==> config.mk <==
export PLATFORM = sky130hd
export DESIGN_NAME = bfgb_ctrl
export DESIGN_NICKNAME = d
export VERILOG_FILES = /design/src/rtl/bfgb_pkg.sv /design/src/rtl/bfgb_ctrl.sv
export SDC_FILE = /design/constraint.sdc
export NUM_CORES = 1
export LEC_CHECK = 0
export CORE_AREA = 5 5 42 44
export DETAILED_ROUTE_END_ITERATION = 16
export DIE_AREA = 0 0 47 49
export DONT_BUFFER_PORTS = 1
export MAX_ROUTING_LAYER = met4
export SYNTH_ARGS = -nofsm -noshare
export SYNTH_HDL_FRONTEND = slang
export SYNTH_SLANG_ARGS = --single-unit
==> constraint.sdc <==
create_clock -name clk -period 1.15 [get_ports clk]
set_input_delay 0.1725 -clock clk [delete_from_list [all_inputs] [get_ports clk]]
set_output_delay 0.1725 -clock clk [all_outputs]
set_load 0.05 [all_outputs]
==> src/rtl/bfgb_pkg.sv <==
`default_nettype none
package bfgb_pkg;

  // Operation codes of an input item.
  typedef enum logic [1:0] {
    OP_LOAD   = 2'd0,
    OP_DRAW   = 2'd1,
    OP_CURSOR = 2'd2,
    OP_NONE   = 2'd3
  } op_t;

  // Configuration register indexes.
  localparam logic [1:0] REG_COLOUR = 2'd0;
  localparam logic [1:0] REG_STRIDE = 2'd1;
  localparam logic [1:0] REG_WIDTH  = 2'd2;
  localparam logic [1:0] REG_GBYTES = 2'd3;

  // Register reset values.
  localparam logic [31:0] COLOUR_RESET = 32'hFFFF_FFFF;
  localparam logic [13:0] STRIDE_RESET = 14'd1024;
  localparam logic [13:0] WIDTH_RESET  = 14'd1024;
  localparam logic [5:0]  GBYTES_RESET = 6'd16;

  // Text layout constants.
  localparam int unsigned GLYPH_COLUMNS = 8;
  localparam logic [12:0] MARGIN        = 13'd24;
  localparam logic [12:0] LINE_HEIGHT   = 13'd16;
  localparam logic [12:0] CURSOR_MAX    = 13'd8191;

  // Commands from the controller to the datapath.
  typedef struct packed {
    logic load_we;
    logic set_cursor;
    logic capture;
    logic prep;
    logic run;
  } cmd_t;

  // Status from the datapath to the controller.
  typedef struct packed {
    logic row_last;
  } sts_t;

endpackage
`default_nettype wire

==> src/rtl/bfgb_ctrl.sv <==
`default_nettype none
module bfgb_ctrl (
  input  wire logic           clk,
  input  wire logic           rst,
  input  wire logic           start,
  input  wire logic [1:0]     op,
  input  bfgb_pkg::sts_t      sts,
  output bfgb_pkg::cmd_t      cmd,
  output logic                busy
);

  typedef enum logic [2:0] {
    ST_IDLE = 3'b001,
    ST_PREP = 3'b010,
    ST_RUN  = 3'b100
  } state_t;

  state_t state;
  state_t state_next;
  logic   accept;

  assign accept = start && !busy;
  assign busy   = (state != ST_IDLE);

  // Next-state logic: a draw goes through the setup state ST_PREP and then ST_RUN until the last row.
  always_comb begin
    state_next = state;
    case (state)
      ST_IDLE: begin
        if (accept && (op == bfgb_pkg::OP_DRAW)) state_next = ST_PREP;
      end
      ST_PREP: state_next = ST_RUN;
      ST_RUN: begin
        if (sts.row_last) state_next = ST_IDLE;
      end
      default: state_next = ST_IDLE;
    endcase
  end

  always_ff @(posedge clk) begin
    if (rst) begin
      state <= ST_IDLE;
    end else begin
      state <= state_next;
    end
  end

  // Commands to the datapath.
  always_comb begin
    cmd.load_we    = accept && (op == bfgb_pkg::OP_LOAD);
    cmd.set_cursor = accept && (op == bfgb_pkg::OP_CURSOR);
    cmd.capture    = accept && (op == bfgb_pkg::OP_DRAW);
    cmd.prep       = (state == ST_PREP);
    cmd.run        = (state == ST_RUN);
  end

  // The last row always returns the controller to idle.
  a_run_ends: assert property (@(posedge clk) disable iff (rst)
    (state == ST_RUN && sts.row_last) |=> (state == ST_IDLE))
    else $error("draw did not finish after last row");

  // A captured draw is always followed by the setup state.
  a_capture_prep: assert property (@(posedge clk) disable iff (rst)
    cmd.capture |=> (state == ST_PREP))
    else $error("draw capture not followed by setup");

endmodule
`default_nettype wire

==> results.tsv <==
metric	value	unit
Die Y	49	um
Clock Root Buffer	clkbuf_4	
fill cell count	161	
Cells after DPL	41	
slowest stage delay, CP	0.32	ns
Worst Slack Setup Final	-0.323	ns
Core Box Area	1400	um2
Util after Layout	0.303	
GRT Overall Usage	0.0534	
Post-Syn Area	165	um2
DRC	0	
final instance area	424	um2
initial DRC count	0	
via/cell ratio	3.81	
clock transition at the registers of the reported paths	0.04	ns
period utilization	1.28	
layout net count	43	
Crit Path Category	register to primary output	
Wirelength per Cell	9.90	um
Hold WC Path Type	input pin to register	
f_max	0.679	GHz
Cells on Worst Hold Path	1	
Seq/Total Area, Yosys	0.364	
Setup Skew	0.00195	ns
DRT antenna net count	0	
# Max-Cap Violations	0	
max reg flops	3	
IO Pins	12	
H-tree Lvls	1	
initial antenna violation count	0	
LEAKAGE	0.000190	uW
Setup crit start kind	register	
Most flops, register	state	
failing checks	setup timing	
WHS	0.0345	ns
synth-to-layout area growth	157	%
pin count of the biggest net entering global routing	4	
DRT Wirelength	515	um
Port Buffers	0	
most frequent cells in the layout	buf_6, buf_4, nor3b_4, clkbuf_4, dfxtp_2	
syn_nets	23	
max-slew violations	0	
CP Max Fanout	3	
vias in the first global route	221	
Synth Instances	17	
FF+latch count, synth	3	
mean post-synth cell area	9.72	um2
GPL Wtd Cong	0.628	
worst skew pair latency	0.23	ns
Req. time, crit path	0.98	ns
chip width	47	um
critical path's slowest cell	dfxtp_2	
clock sink total	3	
Setup crit end kind	primary output	
Tmin final	1.47	ns
critical-path cell list	nor3b_4, inv_2, nor4b_4, buf_12	
clk buf depth	2	
RSZ-0062 raised after global routing	true	
crit path DAT	1.30	ns
R2R depth	7	
post-synth cell types	12	
Power Density	869	nW/um2
via count	198	
TritonCTS Buffers	3	
slew margin rel.	0.824	
Max rail drop VDD	0.694	mV
Cell Count, Final, Fillers Out	52	
CTS tree	yes	
layout cells sized above 1	0.778	
Hold Vio Cnt, Final	0	
largest registers	state x3	
Ys Warns	0	
status	finished with violations	
First-pass DRT Iterations	1	
gr ovfl total	0	
Placed Instance Area	297	um2
FP Rows	14	
antenna fix cells	0	
Least-Margin Pin Slew	0.262	ns
first-pass GRT wire length	876	um
setup TNS	-1.63	ns
final setup vio count	8	
die area	2300	um2
Initial Util	0.118	
## cell families after synthesis
kind of cell / share of synthesized area
AOI/OAI and AO/OA: 0.0757
buffers and inverters: 0.114
DFF: 0.364
and+or+nand+nor: 0.447
## what timing repair did
action / 4_1_cts / 5_1_grt
setup buffers: 5 / 2
resized for setup: 12 / 0
hold buffers: 0 / 1
pin swaps: 1 / 3
endpoints found under the hold margin: 0 / 2
setup endpoints to repair: 7 / 8
## power breakdown
part	internal (uW)	switching [uW]	leakage [uW]
clock	130	49.6	0.0000150
combinational	40.2	40.4	0.000150
sequential	107	1.75	0.0000249
total	277	91.7	0.000190
## layer usage
metal,part of all wire,global-route usage,vias up
li1,-,-,96
met1,0.30,0.0462,95
met2,0.63,0.0973,7
met3,0.072,0.0369,0
met4,0,0,0
met5,0,-,-
## critical path: cells and delay by family (launching register included)
kind | cells | cell delay, ns
simple gates | 2 | 0.50
flops | 1 | 0.32
buf+inv | 2 | 0.25
## cells in the mapped netlist
master | instances | area, um2
a21o_1 | 1 | 7.51
a21oi_1 | 1 | 5.00
and4b_1 | 1 | 10.0
buf_4 | 1 | 7.51
dfxtp_1 | 3 | 60.1
inv_1 | 2 | 7.51
inv_2 | 1 | 3.75
nand4b_1 | 1 | 8.76
nor2_1 | 2 | 7.51
nor3b_1 | 1 | 7.51
nor3b_2 | 2 | 25.0
nor4b_2 | 1 | 15.0
## worst paths after layout
| check | from | end | slack [ns] |
|---|---|---|---|
| setup / recovery | state[2] | cmd[4] | -0.32 |
| setup reg to reg | state[2] | state[0] | -0.15 |
| hold / removal | rst | state[0] | 0.03 |
| hold reg to reg | state[2] | state[1] | 0.71 |
## through the flow
step	setup WS, ns	total power [uW]
floorplan	-0.386	149
global placement	-0.0848	173
detailed placement	-0.104	174
CTS	-0.328	371
global route	-0.377	397
finish	-0.323	369
## layout make-up
| class | count | area, um2 | share of cell area |
|---|---|---|---|
| Clock buffer | 4 | 26.3 | 0.0619 |
| Inverter | 3 | 13.8 | 0.0324 |
| Multi-Input combinational cell | 10 | 123 | 0.289 |
| Sequential cell | 3 | 63.8 | 0.150 |
| Tap cell | 16 | 20.0 | 0.0472 |
| Timing Repair Buffer | 16 | 178 | 0.419 |
Note: power is estimated with default switching activity, not from simulation.
