$ cat config.mk
export PLATFORM = sky130hd
export DESIGN_NAME = bfgb_regs
export DESIGN_NICKNAME = d
export VERILOG_FILES = /design/src/rtl/bfgb_pkg.sv /design/src/rtl/bfgb_regs.sv
export SDC_FILE = /design/constraint.sdc
export NUM_CORES = 1
export LEC_CHECK = 0
export BUFFER_PORTS_ARGS = -buffer_cell sky130_fd_sc_hd__buf_2
export CORE_MARGIN = 2
export CORE_UTILIZATION = 43
export CTS_CLUSTER_DIAMETER = 30
export CTS_CLUSTER_SIZE = 40
export DETAILED_ROUTE_END_ITERATION = 16
export HOLD_SLACK_MARGIN = 0.02
export PLACE_DENSITY = 0.85
export SYNTH_ARGS = -nofsm -noshare
export SYNTH_HDL_FRONTEND = slang
export SYNTH_SLANG_ARGS = --single-unit
$ cat constraint.sdc
create_clock -name clk -period 1.1 [get_ports clk]
set_input_delay 0.11 -clock clk [delete_from_list [all_inputs] [get_ports clk]]
set_output_delay 0.11 -clock clk [all_outputs]
set_load 0.01 [all_outputs]
$ cat src/rtl/bfgb_pkg.sv
`default_nettype none
package bfgb_pkg;

  // Operation codes of an input item.
  typedef enum logic [1:0] {
    OP_LOAD   = 2'd0,
    OP_DRAW   = 2'd1,
    OP_CURSOR = 2'd2,
    OP_NONE   = 2'd3
  } op_t;

  // Configuration register indexes.
  localparam logic [1:0] REG_COLOUR = 2'd0;
  localparam logic [1:0] REG_STRIDE = 2'd1;
  localparam logic [1:0] REG_WIDTH  = 2'd2;
  localparam logic [1:0] REG_GBYTES = 2'd3;

  // Register reset values.
  localparam logic [31:0] COLOUR_RESET = 32'hFFFF_FFFF;
  localparam logic [13:0] STRIDE_RESET = 14'd1024;
  localparam logic [13:0] WIDTH_RESET  = 14'd1024;
  localparam logic [5:0]  GBYTES_RESET = 6'd16;

  // Text layout constants.
  localparam int unsigned GLYPH_COLUMNS = 8;
  localparam logic [12:0] MARGIN        = 13'd24;
  localparam logic [12:0] LINE_HEIGHT   = 13'd16;
  localparam logic [12:0] CURSOR_MAX    = 13'd8191;

  // Commands from the controller to the datapath.
  typedef struct packed {
    logic load_we;
    logic set_cursor;
    logic capture;
    logic prep;
    logic run;
  } cmd_t;

  // Status from the datapath to the controller.
  typedef struct packed {
    logic row_last;
  } sts_t;

endpackage
`default_nettype wire

$ cat src/rtl/bfgb_regs.sv
`default_nettype none
module bfgb_regs (
  input  wire logic        clk,
  input  wire logic        rst,
  input  wire logic        psel,
  input  wire logic        penable,
  input  wire logic        pwrite,
  input  wire logic [3:0]  paddr,
  input  wire logic [31:0] pwdata,
  output logic      [31:0] prdata,
  output logic             pready,
  output logic      [31:0] draw_colour,
  output logic      [13:0] line_stride,
  output logic      [13:0] line_width,
  output logic      [5:0]  glyph_bytes
);

  logic       wr_en;
  logic [1:0] reg_sel;

  assign pready  = 1'b1;
  assign wr_en   = psel && penable && pwrite;
  assign reg_sel = paddr[3:2];

  // Register writes in the access phase.
  always_ff @(posedge clk) begin
    if (rst) begin
      draw_colour <= bfgb_pkg::COLOUR_RESET;
      line_stride <= bfgb_pkg::STRIDE_RESET;
      line_width  <= bfgb_pkg::WIDTH_RESET;
      glyph_bytes <= bfgb_pkg::GBYTES_RESET;
    end else if (wr_en) begin
      case (reg_sel)
        bfgb_pkg::REG_COLOUR: draw_colour <= pwdata;
        bfgb_pkg::REG_STRIDE: line_stride <= pwdata[13:0];
        bfgb_pkg::REG_WIDTH:  line_width  <= pwdata[13:0];
        bfgb_pkg::REG_GBYTES: glyph_bytes <= pwdata[5:0];
        default: ;
      endcase
    end
  end

  // Read data mux.
  always_comb begin
    case (reg_sel)
      bfgb_pkg::REG_COLOUR: prdata = draw_colour;
      bfgb_pkg::REG_STRIDE: prdata = {18'd0, line_stride};
      bfgb_pkg::REG_WIDTH:  prdata = {18'd0, line_width};
      bfgb_pkg::REG_GBYTES: prdata = {26'd0, glyph_bytes};
      default:              prdata = 32'd0;
    endcase
  end

endmodule
`default_nettype wire

==> impl.org <==
** Detailed routing
- Avg WL per Cell :: 14.4 µm
- The final route contains between 2,000 and 3,000 vias.
- The first detailed-routing pass took 4 iterations.
- Number of antenna-violating nets in the routed design :: 0
- For this run, design rule violations remaining after detail routing come to 0.
- Wires add up to a little under 9 mm.
- DRC marker count from the first detailed-route iteration :: between 80 and 90
- Post-detailed-route via-to-cell ratio :: 4.79

** Final layout
- In the final layout, the share of cells above drive strength 1 is 0.516.
- At the end of the flow the core is filled with cells to 0.639.
- Layout net count :: about 540
- The filler cells instantiated in the layout total 587.
- Area growth, synth to finish :: 45.1%
- Antenna diode count :: 0
- Finished layout cell area :: approximately 4600 µm²

** STA
- Setup_tns :: -1770 ps
- Post-route worst setup slack :: -296 ps
- Across all hold checks on the routed design, the worst slack comes to about 39 ps.
- Timing would allow up to ~720 MHz.
- Final Hold Fails :: 0
- The routed design could run at a clock period as short as about 1400 ps.
- Share of the cycle needed by the critical path after routing :: 1.27
- Setup repair after global routing could not meet its margin everywhere.
- The final count of pins violating max slew was 0.
- Setup violations remaining at the end of the flow were counted as 11.
- The clock arrives with 0 ps of skew.

** Critical path
- Type of element launching the critical path :: flop
- The critical path starts at glyph_bytes[4].
- For the worst setup path, the data arrival time is 1290 ps.
- In this run the critical register-to-register path is launched from line_width[0].
- Endpoint type of the worst setup path :: primary output
- Critical path peak fanout :: 2
- For the worst setup path, the data required time is a little under 1000 ps.
- Crit Path Class :: flop to primary output

** GRT
- The total overflow left after global routing is 0.
- Across every metal layer, demand over resource in global routing totals 0.213.
- Via count of the first global-routing pass :: between 2,000 and 3,000
- Entering global routing, the biggest net connects 63 pins.
- The first global-routing pass estimated around 14 mm of wire.
- The initial antenna violation count was 1.

** Floorplan
- During I/O placement, the number of pins put on the boundary was 140.
- From bottom edge to top edge, the die measures between 80 and 90 µm.
- Number of rows in the core area :: 31
- Starting density of the core :: 0.441
- In this run the horizontal extent of the chip is between 80 and 90 µm.
- The die covers around 8100 µm².
- The region available for standard cell placement spans just over 7000 µm².

** Place
- Detailed-placement wirelength estimate :: approximately 6.1 mm
- At the end of routability-driven placement, the weighted congestion stood at 0.752.
- Area post-placement :: 4100 µm²
- Buffers placed on the I/O ports in this run total about 140.

** Clock tree
- Insertion delay to the later sink of the worst-skew pair :: roughly 320 ps
- Largest buffer count on any clock path :: 2
- Clk sinks :: 66
- CTS H-tree lvls :: 3
- Number of clock buffers inserted by TritonCTS :: 9
- Cell chosen for the clock root :: clkbuf_8
- CTS tree :: built
- Post-CTS clock slew at the launch and capture registers of the worst setup and hold paths :: 70 ps
- For this design, the CTS-stage hold fixing added 0 buffers.

** Yosys
- The mapped netlist covers roughly 3200 µm².
- In this run, synthesis produced a sequential element count of 66.
- Synthesis handed over a netlist of approximately 330 instances.
- Mean post-synth cell area :: just under 10 µm²
- Sequential-to-total area share from yosys stat :: 0.418
- Synthesis instantiated 21 different standard cells from the library.
- During synthesis, Yosys emitted a total of 0 warnings.
- Counting every net in the synthesized netlist gives 367.

** Power
- Leakage power :: 2.11 nW
- Cell area power density :: 1070 nW/µm²
- Across the VDD grid, the largest voltage drop is approximately 0.60 mV.

** Outcome
- The final reports fail on negative setup slack.
- Result of the run :: finished with violations

** Min path
- In this run the most critical hold path is launched from pwdata[28].
- The min-delay analysis places its worst path in the category input port to flop.

** Run
- Maximum capacitance violations :: 0
## cell families after synthesis
kind of cell / count (synthesis) / synth area share
AND/OR/NAND/NOR: 144 / 0.235
multiplexers: 80 / 0.277
flip-flops: 66 / 0.418
buffers and inverters: 27 / 0.0562
AO/OA/AOI/OAI: 8 / 0.0127
other: 1 / 0.00119
## critical path: stages, from the launching register on
cell     delay [ps]
dfxtp_2         320
mux4_2          490
buf_6           140
## Yosys cell counts
cell / count / area share
nor2_4: 1 / 0.0036
nand4_1: 1 / 0.0020
nor2_2: 1 / 0.0020
dfxtp_1: 66 / 0.42
mux4_2: 6 / 0.043
and2_1: 18 / 0.036
o21ai_0: 8 / 0.013
conb_1: 1 / 0.0012
or2_2: 1 / 0.0020
clkbuf_1: 11 / 0.013
and4_1: 1 / 0.0028
buf_4: 3 / 0.0071
mux2i_1: 74 / 0.23
buf_6: 8 / 0.028
buf_2: 4 / 0.0063
inv_1: 1 / 0.0012
nor2_1: 67 / 0.080
nand4_4: 1 / 0.0067
nand2b_1: 44 / 0.087
nand2_1: 8 / 0.0095
nor2b_4: 1 / 0.0044
## metal layers
layer	wire (µm)	share of wire	GRT usage	vias up
li1	-	-	-	1429
met1	3710	0.42	0.235	1356
met2	4400	0.50	0.373	98
met3	468	0.054	0.0721	14
met4	161	0.018	0.0936	0
met5	0	0	0	-
## power by group
group          internal (W)  switching (W)  leakage (nW)
clock              0.000871       0.000870        0.0872
combinational      0.000366       0.000339          1.49
sequential          0.00242      0.0000222         0.531
## layout make-up
class                   instances  area [µm²]  area share
flip-flops and latches         66        1380       0.300
multi-input cells             233        1670       0.364
repair buffers                190        1250       0.272
clock buffers                  13         149      0.0325
well taps                      99         124      0.0270
inverters                       1        3.75    0.000818
clock inverters                 3        15.0     0.00327
## cell usage in the layout (no fill, tap or decap), types with 2 or more instances in the layout
master | synthesis | layout
buf_2 | 4 | 128
mux2i_1 | 74 | 72
nor2_1 | 67 | 67
nand2b_1 | 44 | 44
dfxtp_2 | 0 | 44
buf_4 | 3 | 43
dfxtp_1 | 66 | 22
and2_1 | 18 | 18
buf_6 | 8 | 11
clkbuf_8 | 0 | 10
nand2_1 | 8 | 8
o21ai_1 | 0 | 8
buf_12 | 0 | 8
mux4_2 | 6 | 6
clkbuf_1 | 11 | 3
clkinv_2 | 0 | 3
mux2i_2 | 0 | 2
## registers in the layout, indices dropped and copies added (netlist names)
signal,cells
line_width,14
draw_colour,32
line_stride,14
glyph_bytes,6
## stage by stage
step                      instances  worst slack, ps  total power [W]
after floorplan                 326            -2.32          0.00286
after global routing            605             -342          0.00509
final                           605             -296          0.00489
after detailed placement        563             -218          0.00314
after global placement          563             -129          0.00313
after CTS                       604             -299          0.00491
## final timing paths
check,cells after the start,slack [ps],to
setup / recovery,2,-300,prdata[4]
hold / removal,3,40,draw_colour[28]
setup reg to reg,4,320,line_width[0]
hold reg to reg,2,480,line_stride[3]
## repair_timing
item	in CTS	in global routing
gates resized for setup	47	19
setup endpoints to repair	15	25
pin swaps	1	1
endpoints found under the hold margin	0	0
setup buffers	25	1
(Power assumes the default switching activity.)
